`src/sv/masked_byte_signature_search_core_macros.svh`:
```
// assertion macros shared by the signature search modules
`ifndef MASKED_BYTE_SIGNATURE_SEARCH_CORE_MACROS_SVH
`define MASKED_BYTE_SIGNATURE_SEARCH_CORE_MACROS_SVH

// checked only while out of reset
`define MSSS_ASSERT(lbl, prop, msg) \
    lbl: assert property (@(posedge clk) disable iff (!rst_n) prop) else $error(msg);

// checked on every edge, reset included
`define MSSS_ASSERT_ALWAYS(lbl, prop, msg) \
    lbl: assert property (@(posedge clk) prop) else $error(msg);

`endif

```
`src/sv/msss_pkg.sv`:
```
// shared constants and types of the signature search block
package msss_pkg;

    localparam int MAX_PATTERN = 32;
    localparam int IDX_W       = (MAX_PATTERN > 1) ? $clog2(MAX_PATTERN) : 1;
    localparam int LEN_W       = $clog2(MAX_PATTERN + 1);
    localparam int CFG_W       = 6;
    localparam int LOAD_IDX_W  = 5;
    localparam int ADDR_W      = 2;
    localparam int DATA_W      = 32;
    localparam int OFFSET_W    = 32;

    localparam logic              ACT_LOAD = 1'b0;
    localparam logic              ACT_SCAN = 1'b1;

    localparam logic [ADDR_W-1:0] ADDR_PATTERN_LENGTH = 2'd0;
    localparam logic [CFG_W-1:0]  LEN_RESET           = 6'd1;

    localparam logic [OFFSET_W-1:0] COUNT_MAX = {OFFSET_W{1'b1}};

    typedef struct packed {
        logic                found;
        logic [OFFSET_W-1:0] offset;
    } res_t;

endpackage

```
`src/sv/msss_cell.sv`:
```
// one window cell: a pattern byte with its care bit and one window byte
module msss_cell (
    input  logic       clk,
    input  logic       rst_n,
    input  logic       shift_en,
    input  logic       clear,
    input  logic [7:0] win_in,
    output logic [7:0] win_out,
    input  logic       load_en,
    input  logic [7:0] load_byte,
    input  logic       load_care,
    input  logic       active,
    input  logic [7:0] cmp_byte,
    output logic       hit
);

    logic [7:0] win_reg;
    logic [7:0] win_next;
    logic [7:0] pat_reg;
    logic       care_reg;

    always_comb
    begin
        win_next = win_reg;
        if (clear)
        begin
            win_next = 8'd0;
        end
        else if (shift_en)
        begin
            win_next = win_in;
        end
    end

    always_ff @(posedge clk or negedge rst_n)
    begin
        if (!rst_n)
        begin
            win_reg <= 8'd0;
        end
        else
        begin
            win_reg <= win_next;
        end
    end

    // pattern entries stay undefined until loaded
    always_ff @(posedge clk)
    begin
        if (load_en)
        begin
            pat_reg  <= load_byte;
            care_reg <= load_care;
        end
    end

    assign win_out = win_reg;
    assign hit     = !active || !care_reg || (cmp_byte == pat_reg);

endmodule

```
`src/sv/msss_out_buf.sv`:
```
// two-stage result buffer: output register plus skid stage
module msss_out_buf
    import msss_pkg::*;
(
    input  logic clk,
    input  logic rst_n,
    input  logic push,
    input  res_t push_res,
    output logic full,
    output logic out_valid,
    input  logic out_stall,
    output res_t out_res
);

    `include "masked_byte_signature_search_core_macros.svh"

    logic out_valid_reg;
    logic out_valid_next;
    logic skid_valid_reg;
    logic skid_valid_next;
    res_t out_res_reg;
    res_t out_res_next;
    res_t skid_res_reg;
    res_t skid_res_next;
    logic out_take;

    assign out_take = out_valid_reg && !out_stall;

    always_comb
    begin
        out_valid_next  = out_valid_reg;
        skid_valid_next = skid_valid_reg;
        out_res_next    = out_res_reg;
        skid_res_next   = skid_res_reg;
        if (skid_valid_reg)
        begin
            if (out_take)
            begin
                out_res_next    = skid_res_reg;
                skid_valid_next = 1'b0;
            end
        end
        else if (push)
        begin
            if (!out_valid_reg || out_take)
            begin
                out_res_next   = push_res;
                out_valid_next = 1'b1;
            end
            else
            begin
                skid_res_next   = push_res;
                skid_valid_next = 1'b1;
            end
        end
        else if (out_take)
        begin
            out_valid_next = 1'b0;
        end
    end

    always_ff @(posedge clk or negedge rst_n)
    begin
        if (!rst_n)
        begin
            out_valid_reg  <= 1'b0;
            skid_valid_reg <= 1'b0;
        end
        else
        begin
            out_valid_reg  <= out_valid_next;
            skid_valid_reg <= skid_valid_next;
        end
    end

    always_ff @(posedge clk)
    begin
        out_res_reg  <= out_res_next;
        skid_res_reg <= skid_res_next;
    end

    assign full      = skid_valid_reg;
    assign out_valid = out_valid_reg;
    assign out_res   = out_res_reg;

    `MSSS_ASSERT_ALWAYS(a_skid_implies_out, skid_valid_reg |-> out_valid_reg, "skid full while output empty")
    `MSSS_ASSERT(a_no_push_when_full, push |-> !skid_valid_reg, "result pushed into full buffer")
    `MSSS_ASSERT(a_drain_empties, (out_take && !push && !skid_valid_reg) |=> !out_valid_reg, "output not freed after transfer")

endmodule

```
`src/sv/masked_byte_signature_search_core.sv`:
```
// Masked byte signature search. Load items (action 0) write one pattern byte and its care bit
// into the cell addressed by load_index; scan items (action 1) shift one memory byte into a
// sliding window held across a row of cells. Every scan byte is compared against the whole
// pattern in parallel in the cycle it is accepted, so one item is taken per clock while in_stall
// is low; a result (first match offset, or not found when last closes a region with no match)
// goes to the output register, or to the skid stage if that one is stalled. in_stall rises only
// when the output register and the skid stage both hold results not yet taken. pattern_length
// is written at APB address 0; 0 acts as 1 and values above the cell count act as that count.
module masked_byte_signature_search_core
    import msss_pkg::*;
(
    input  logic                  clk,
    input  logic                  rst_n,
    // configuration
    input  logic                  psel,
    input  logic                  penable,
    input  logic                  pwrite,
    input  logic [ADDR_W-1:0]     paddr,
    input  logic [DATA_W-1:0]     pwdata,
    output logic [DATA_W-1:0]     prdata,
    output logic                  pready,
    // input items
    input  logic                  in_valid,
    output logic                  in_stall,
    input  logic                  action,
    input  logic [7:0]            data_byte,
    input  logic                  care,
    input  logic [LOAD_IDX_W-1:0] load_index,
    input  logic                  last,
    // results
    output logic                  out_valid,
    input  logic                  out_stall,
    output logic                  found,
    output logic [OFFSET_W-1:0]   offset
);

    `include "masked_byte_signature_search_core_macros.svh"

    logic [CFG_W-1:0]    len_reg;
    logic [CFG_W-1:0]    len_next;
    logic [OFFSET_W-1:0] count_reg;
    logic [OFFSET_W-1:0] count_next;
    logic                done_reg;
    logic                done_next;

    logic                cfg_wr;
    logic                in_acc;
    logic                scan_acc;
    logic                load_acc;
    logic                load_ok;
    logic [LEN_W-1:0]    n_use;
    logic                test_en;
    logic [OFFSET_W-1:0] count_inc;
    logic                all_hit;
    logic                match;
    logic                res_push;
    res_t                res_in;
    res_t                res_out;
    logic                buf_full;

    logic [7:0]             tap   [MAX_PATTERN];
    logic [7:0]             win_q [MAX_PATTERN];
    logic [MAX_PATTERN-1:0] hit;

    // configuration port
    assign pready = 1'b1;
    assign cfg_wr = psel && penable && pwrite && (paddr == ADDR_PATTERN_LENGTH);
    assign prdata = (paddr == ADDR_PATTERN_LENGTH) ? DATA_W'(len_reg) : '0;

    always_comb
    begin
        len_next = len_reg;
        if (cfg_wr)
        begin
            len_next = pwdata[CFG_W-1:0];
        end
    end

    // length in use, clamped to 1..MAX_PATTERN
    always_comb
    begin
        if (len_reg == '0)
        begin
            n_use = LEN_W'(1);
        end
        else if (32'(len_reg) > 32'(MAX_PATTERN))
        begin
            n_use = LEN_W'(MAX_PATTERN);
        end
        else
        begin
            n_use = LEN_W'(len_reg);
        end
    end

    assign in_stall = buf_full;
    assign in_acc   = in_valid && !in_stall;
    assign scan_acc = in_acc && (action == ACT_SCAN);
    assign load_acc = in_acc && (action == ACT_LOAD);
    assign load_ok  = 32'(load_index) < 32'(MAX_PATTERN);

    // window taps after this cycle's shift, newest at 0
    assign tap[0] = data_byte;

    genvar gi;
    generate
        for (gi = 0; gi < MAX_PATTERN; gi++)
        begin : g_cell
            logic [LEN_W-1:0] lane_pos;
            logic             lane_act;

            if (gi > 0)
            begin : g_tap
                assign tap[gi] = win_q[gi-1];
            end

            // pattern byte gi lines up with window tap n-1-gi
            assign lane_act = LEN_W'(gi) < n_use;
            assign lane_pos = n_use - LEN_W'(1) - LEN_W'(gi);

            msss_cell u_cell (
                .clk       (clk),
                .rst_n     (rst_n),
                .shift_en  (scan_acc),
                .clear     (scan_acc && last),
                .win_in    (tap[gi]),
                .win_out   (win_q[gi]),
                .load_en   (load_acc && load_ok && (32'(load_index) == gi)),
                .load_byte (data_byte),
                .load_care (care),
                .active    (lane_act),
                .cmp_byte  (tap[lane_pos[IDX_W-1:0]]),
                .hit       (hit[gi])
            );
        end
    endgenerate

    assign all_hit   = &hit;
    assign test_en   = !done_reg && (count_reg != COUNT_MAX);
    assign count_inc = count_reg + OFFSET_W'(1);
    assign match     = test_en && (count_inc >= OFFSET_W'(n_use)) && all_hit;

    always_comb
    begin
        count_next = count_reg;
        done_next  = done_reg;
        if (scan_acc)
        begin
            if (last)
            begin
                count_next = '0;
                done_next  = 1'b0;
            end
            else
            begin
                if (test_en)
                begin
                    count_next = count_inc;
                end
                done_next = done_reg || match;
            end
        end
    end

    always_ff @(posedge clk or negedge rst_n)
    begin
        if (!rst_n)
        begin
            len_reg   <= LEN_RESET;
            count_reg <= '0;
            done_reg  <= 1'b0;
        end
        else
        begin
            len_reg   <= len_next;
            count_reg <= count_next;
            done_reg  <= done_next;
        end
    end

    // a match wins over the end-of-region report
    assign res_push      = scan_acc && (match || (last && !done_reg));
    assign res_in.found  = match;
    assign res_in.offset = match ? (count_inc - OFFSET_W'(n_use)) : '0;

    msss_out_buf u_out_buf (
        .clk       (clk),
        .rst_n     (rst_n),
        .push      (res_push),
        .push_res  (res_in),
        .full      (buf_full),
        .out_valid (out_valid),
        .out_stall (out_stall),
        .out_res   (res_out)
    );

    assign found  = res_out.found;
    assign offset = res_out.offset;

    `MSSS_ASSERT(a_last_ends_region, (scan_acc && last) |=> (count_reg == '0) && !done_reg, "region state not cleared after last byte")
    `MSSS_ASSERT(a_one_match_per_region, (scan_acc && done_reg) |-> !match, "second match in one region")
    `MSSS_ASSERT(a_offset_in_range, (res_push && res_in.found) |-> (res_in.offset < count_inc), "match offset beyond bytes scanned")

endmodule
```
`config.mk`:
```
export PLATFORM = sky130hd
export DESIGN_NAME = masked_byte_signature_search_core
export DESIGN_NICKNAME = d
export VERILOG_FILES = /design/src/sv/msss_pkg.sv /design/src/sv/msss_cell.sv /design/src/sv/msss_out_buf.sv /design/src/sv/masked_byte_signature_search_core.sv
export VERILOG_INCLUDE_DIRS = /design/src /design/src/sv
export SDC_FILE = /design/constraint.sdc
export NUM_CORES = 2
export LEC_CHECK = 0
export BUFFER_PORTS_ARGS = -buffer_cell sky130_fd_sc_hd__buf_4
export CAP_MARGIN = 20
export CELL_PAD_IN_SITES_DETAIL_PLACEMENT = 2
export CELL_PAD_IN_SITES_GLOBAL_PLACEMENT = 2
export CORE_AREA = 5 5 341 343
export DETAILED_ROUTE_END_ITERATION = 7
export DIE_AREA = 0 0 346 348
export PLACE_DENSITY_LB_ADDON = 0.15
export SLEW_MARGIN = 0
export SYNTH_ARGS = -nofsm -noshare
export SYNTH_HDL_FRONTEND = slang
export SYNTH_HIERARCHICAL = 1
export SYNTH_SLANG_ARGS = --single-unit
export TNS_END_PERCENT = 20
```
`constraint.sdc`:
```
create_clock -name clk -period 9.6 [get_ports clk]
set_input_delay 0 -clock clk [delete_from_list [all_inputs] [get_ports clk]]
set_output_delay 0 -clock clk [all_outputs]
set_load 0.02 [all_outputs]
```
[After elaboration in Yosys (flattened, before gate mapping)]
Index checks and enable logic that the tools add are counted.
Word-level totals
  bits in registers: 643
  output and inout bits: 68
  word-level logic and storage cells: 674
Operators by class
  add/subtract/negate cells: 34
  $lt $le $gt $ge: 66
  equality and inequality tests: 66
  muxes and demuxes: 176
  bitwise logic cells: 35
  reduce and logical (&&, ||, !) cells: 193
Operator list (count)
  $bmux 8 s5: 32
  $mux 8: 126
  $eq 8x8->1: 32
  $ge 6x6->1 const B: 32
  $not 5->6: 32
  $mux 33: 4
  $lt 5x6->1 const A: 16
  $mux 32: 3
  $eq 5x5->1 const B: 16
  $sub 5x5->5 const B: 16
  $logic_not 1->1: 68
  $logic_or 1x1->1: 67
  $lt 4x6->1 const A: 8
  $logic_and 1x1->1: 45
  $eq 5x4->1 const B: 8
  $sub 5x4->5 const B: 8
  $add 32x1->32 const B: 1
  $ge 32x6->1: 1
  $ne 32x32->1 const B: 1
  $reduce_and 32->1: 1
  $sub 32x6->32: 1
  $lt 3x6->1 const A: 4
  $eq 5x3->1 const B: 4
  $sub 5x3->5 const B: 4
  18 further kinds: 40

[Depth between registers and ports, before layout]
  depth after elaboration: 17
  mapped depth: 29
  depth with buffers taken out: 23

[Cells and area by module]
The synthesis kept the hierarchy.
By module, submodules not included
  msss_cell: times used 32, cells each 46, area each 686.9 um^2, seq. area each 470.5 um^2
  masked_byte_signature_search_core: times used 1, cells each 2518, area each 19003.2 um^2, seq. area each 977.2 um^2
  msss_out_buf: times used 1, cells each 115, area each 2618.8 um^2, seq. area each 2031.9 um^2

[Worst setup path after synthesis]
No wires, ideal clock.
  path type: register -> register
  from: reg len_reg[4]
  to: reg u_out_buf.out_res_reg (netlist bit u_out_buf/out_res[0]) (enable)
  arrival time: 8.506 ns
  required time: 9.126 ns
  setup slack: 0.620 ns
  cell stages (with the launch flop): 30
  path buffers: 6
  period minus slack after synthesis: 8.980 ns
  path through: dfrtp_1 > buf_2 > nor4_1 > nor2_1 > nor2_2 > inv_2 > buf_1 > buf_2 > ha_1 > clkbuf_1 > xnor2_2 > inv_2 > buf_1 > ha_1 > a21boi_0 > xor2_2 > buf_4 > mux2i_1 > nand2_1 > nand2_1 > xnor2_1 > nand4_1 > o211ai_2 > nand4_1 > nor4_1 > and3_1 > o21ai_2 > o22ai_1 > nand2b_1 > a21boi_0
On the way
  word-level cells in the longest chain between the ends: 17
  elaborated cells between the ends (all ways): 332
  classes of those cells: add/sub (32); order compare (34); eq/ne (32); mux (98); bitwise (32); reduce/logical (104)
RTL lines
  from (decl): line masked_byte_signature_search_core.sv:39  | logic [CFG_W-1:0] len_reg;
  from (signal assigned): line masked_byte_signature_search_core.sv:175  | len_reg <= len_next;
  $gt 6x6->1: line masked_byte_signature_search_core.sv:86  | else if (32'(len_reg) > 32'(MAX_PATTERN))
  $mux 6: line masked_byte_signature_search_core.sv:86
  $mux 6 (*): line masked_byte_signature_search_core.sv:82  | if (len_reg == '0)
  $sub 5x1->5: line masked_byte_signature_search_core.sv:119  | assign lane_pos = n_use - LEN_W'(1) - LEN_W'(gi);
  $sub 5x5->5: line masked_byte_signature_search_core.sv:119
  $not 5->6 (implied by the code): line masked_byte_signature_search_core.sv:132  | .cmp_byte (tap[lane_pos[IDX_W-1:0]]),
  $bmux 8 s5: line masked_byte_signature_search_core.sv:132
  $mux 8 (implied by the code) (2 in a row): line masked_byte_signature_search_core.sv:132
  (+2 left out)
  named net hit[25]: line masked_byte_signature_search_core.sv:63  | logic [MAX_PATTERN-1:0] hit;
  $reduce_and 32->1 (*): line masked_byte_signature_search_core.sv:138  | assign all_hit = &hit;
  $logic_and 1x1->1 (*): line masked_byte_signature_search_core.sv:141  | assign match = test_en && (count_inc >= OFFSET_W'(n_use)) && all_hit;
  $logic_or 1x1->1 (*): line masked_byte_signature_search_core.sv:182  | assign res_push = scan_acc && (match || (last && !done_reg));
  $logic_and 1x1->1 (*): line masked_byte_signature_search_core.sv:182
  named net res_push: line masked_byte_signature_search_core.sv:56  | logic res_push;
  $reduce_bool 2->1 (no line) (*)
  $reduce_and 3->1 (no line) (*)
  to (signal assigned): line msss_out_buf.sv:78  | out_res_reg <= out_res_next;
  to (decl): line msss_out_buf.sv:21  | res_t out_res_reg;
Mark *: on every way through the listed nets, which the timed path passes. The rest lies on a longest branch. The select of a mux whose other input is x is not followed.
A chain may end at the register's enable or synchronous reset.

[Worst setup path in the final report]
  from: reg len_reg[5]
  to: reg u_out_buf.out_res_reg (netlist bit u_out_buf/out_res[29]) (enable)
Same word-level chain as after synthesis.

==> impl_results.md <==
* Status: complete, no violations
* CTS tree: built
* Die height at 348 µm
* Power Dens Cells at 281 nW/µm²
* Post-Syn Instances at 4079
* Worst min path class: in2reg
* RSZ-0062 raised after global routing: false
* Layout cells sized above 1 at between 10% and 20%
* Syn avg cell area at 10.6 µm²
* Max Buffers Root-to-Sink at 3
* End of the critical path: u_out_buf/out_res[29]$_DFFE_PP_
* Non-Filler Instances at 5707
* DRC Markers at 0
* Reg2reg start: len_reg[5]$_DFFE_PN0P_
* Critical path required time at 9.91 ns
* Critical path class: reg2reg
* Max cap viols at 0
* Die Area at 120000 µm²
* Post-CTS setup buffers at 0
* Startpoint types: flip-flop
* Initial Util at a little under two fifths
* DRT iter0 DRCs at about 2300
* Leak pwr at 21.6 nW
* Rel. slew slack at 24.1%
* Overall power at 13.6 mW
* Pre-CTS setup slack at 1.09 ns
* Placed Area at around 45000 µm²
* Largest net degree at the start of global routing at roughly 140
* Initial DRT Pass Iterations at 7
* Dpl hpwl at around 120000 µm
* Latest clock arrival within the worst-skew pair at approximately 0.67 ns
* Vias per cell at 5.72
* GP Congestion at between 0.9 and 1
* Comb pwr share at 53.3%
* Least-Margin Pin Slew at 1.13 ns
* Crit-path most repeated cell: buf_4
* Final WL at 166000 µm
* Worst-path clk slew at about 0.060 ns
* GRT overflow at 0
* Final setup violation count at 0
* Post-route cell area at 48400 µm²
* Worst-path cell chain: inv_2 > nand2_4 > and3_1 > xnor2_4 > buf_4 > xnor2_2 > buf_4 > mux2i_1 > nand2_1 > nand2_1 > xnor2_1 > nand4_1 > o211ai_2 > nand4_1 > nor4_1 > and3_1 > o21ai_2 > o22ai_1 > nand2b_1 > a21boi_4 > buf_4
* R2R cell count at 21
* Final Skew at 0.0252 ns
* Crit path from: len_reg[5]$_DFFE_PN0P_
* Post-Route Utilization at 42.7%
* PortBufs at 71
* Hold WS at 0.159 ns
* Yosys warnings at 6
* Crit path time final at 8.68 ns
* Hold Violations, Final at 0
* Num CTS Buffers at 83
* Global-route wire length before repair at 242000 µm
* Mapped Area at 43300 µm²
* Antenna-violating nets left at 0
* Final-report max-slew violation count at 0
* Psw at 6.07 mW
* R2r endpoint: u_out_buf/out_res[29]$_DFFE_PP_
* Placed cells at 5521
* Synth-to-layout area growth at 11.8%
* Vias in the first global route at 34800
* Fin worst setup slack at 0.919 ns
* Die width at 346 µm
* Total negative slack at 0 ns
* Total GRT Usage at 26.9%
* Core Area at approximately 110000 µm²
* CP arrival at 8.99 ns
* Internal cell power at 7.51 mW
* R2r setup slk at 0.92 ns
* Commonest cells after routing, fill and taps aside: mux2i_1 (1272), nand2_1 (650), edfxtp_1 (354)
* CP max stage delay at 0.78 ns
* I/O Pins at ~130
* Clock share of power at 23.0%
* Crit end category: flip-flop
* Seq pwr share at 23.8%
* Worst path slowest cell: mux2i_1
* Vias at about 33000
* Antenna violations before repair at 4
* Max FO, Critical Path at 36
* Nets@finish at 4207
* Clk root buf: clkbuf_16
* H-tree levels at 3
* WL/cell at 29.1 µm
* CTS Sinks at 643
* Tcrit/Tclk final at around nine tenths
* Fmax at roughly 120 MHz
* Commonest non-fill, non-tap cell in the layout: mux2i_1
* IR Drop Worst-Case VDD at about 0.19 mV
* Row cnt at 124
* Max FFs per register at 256
* Net Sw Frac at 44.7%
layer usage:
metal  global-route usage (%)  wire length [µm]
met5                        0                 0
met4                     8.26              6010
met3                     4.17              8690
met2                     45.1             78300
met1                     36.0             73200
what timing repair did:
action / 4_1_cts / 5_1_grt
endpoints found under the hold margin: 369 / 0
gates resized for setup: 0 / 0
setup endpoints to repair: 0 / 0
hold buffers: 32 / 0
layout make-up:
cell class / count / area, µm²
Antenna cell: 1 / 2.50
Inverter: 28 / 133
Clock inverter: 31 / 288
Multi-Input combinational cell: 3160 / 24100
Sequential cell: 643 / 17900
Tap cell: 1512 / 1890
Clock buffer: 120 / 2350
Fill cell: 11900 / 64800
Timing Repair Buffer: 212 / 1750
how the worst min path moves through the flow:
stage              start                                  endpoint  cells after the start
3_3_place_gp       rst_n  g_cell[12].u_cell/win_out[3]$_DFFE_PN0P_                      1
4_1_cts        out_stall           u_out_buf/out_valid$_DFFE_PN0P_                      4
2_1_floorplan      rst_n                  count_reg[0]$_DFFE_PN0P_                      0
6_report       out_stall           u_out_buf/out_valid$_DFFE_PN0P_                      4
5_1_grt        out_stall           u_out_buf/out_valid$_DFFE_PN0P_                      4
3_5_place_dp       rst_n   g_cell[7].u_cell/win_out[3]$_DFFE_PN0P_                      1
critical path, delay by kind of cell, from the launching register on:
kind	cells	cell delay, ns
muxes	1	0.78
and+or+nand+nor	9	2.84
xor gates and xnor gates	3	0.84
buffers and inverters	4	2.21
AOI/OAI and AO/OA	4	0.93
DFF	1	0.59
power by group through the flow:
stage	clock network (mW)	registers (mW)	logic, mW
finish	3.12	3.23	7.23
global route	3.31	3.25	7.50
CTS	3.20	3.23	7.15
detailed placement	0	3.28	7.09
global placement	0	3.27	6.91
floorplan	0	3.25	4.86
(Power assumes the default switching activity.)
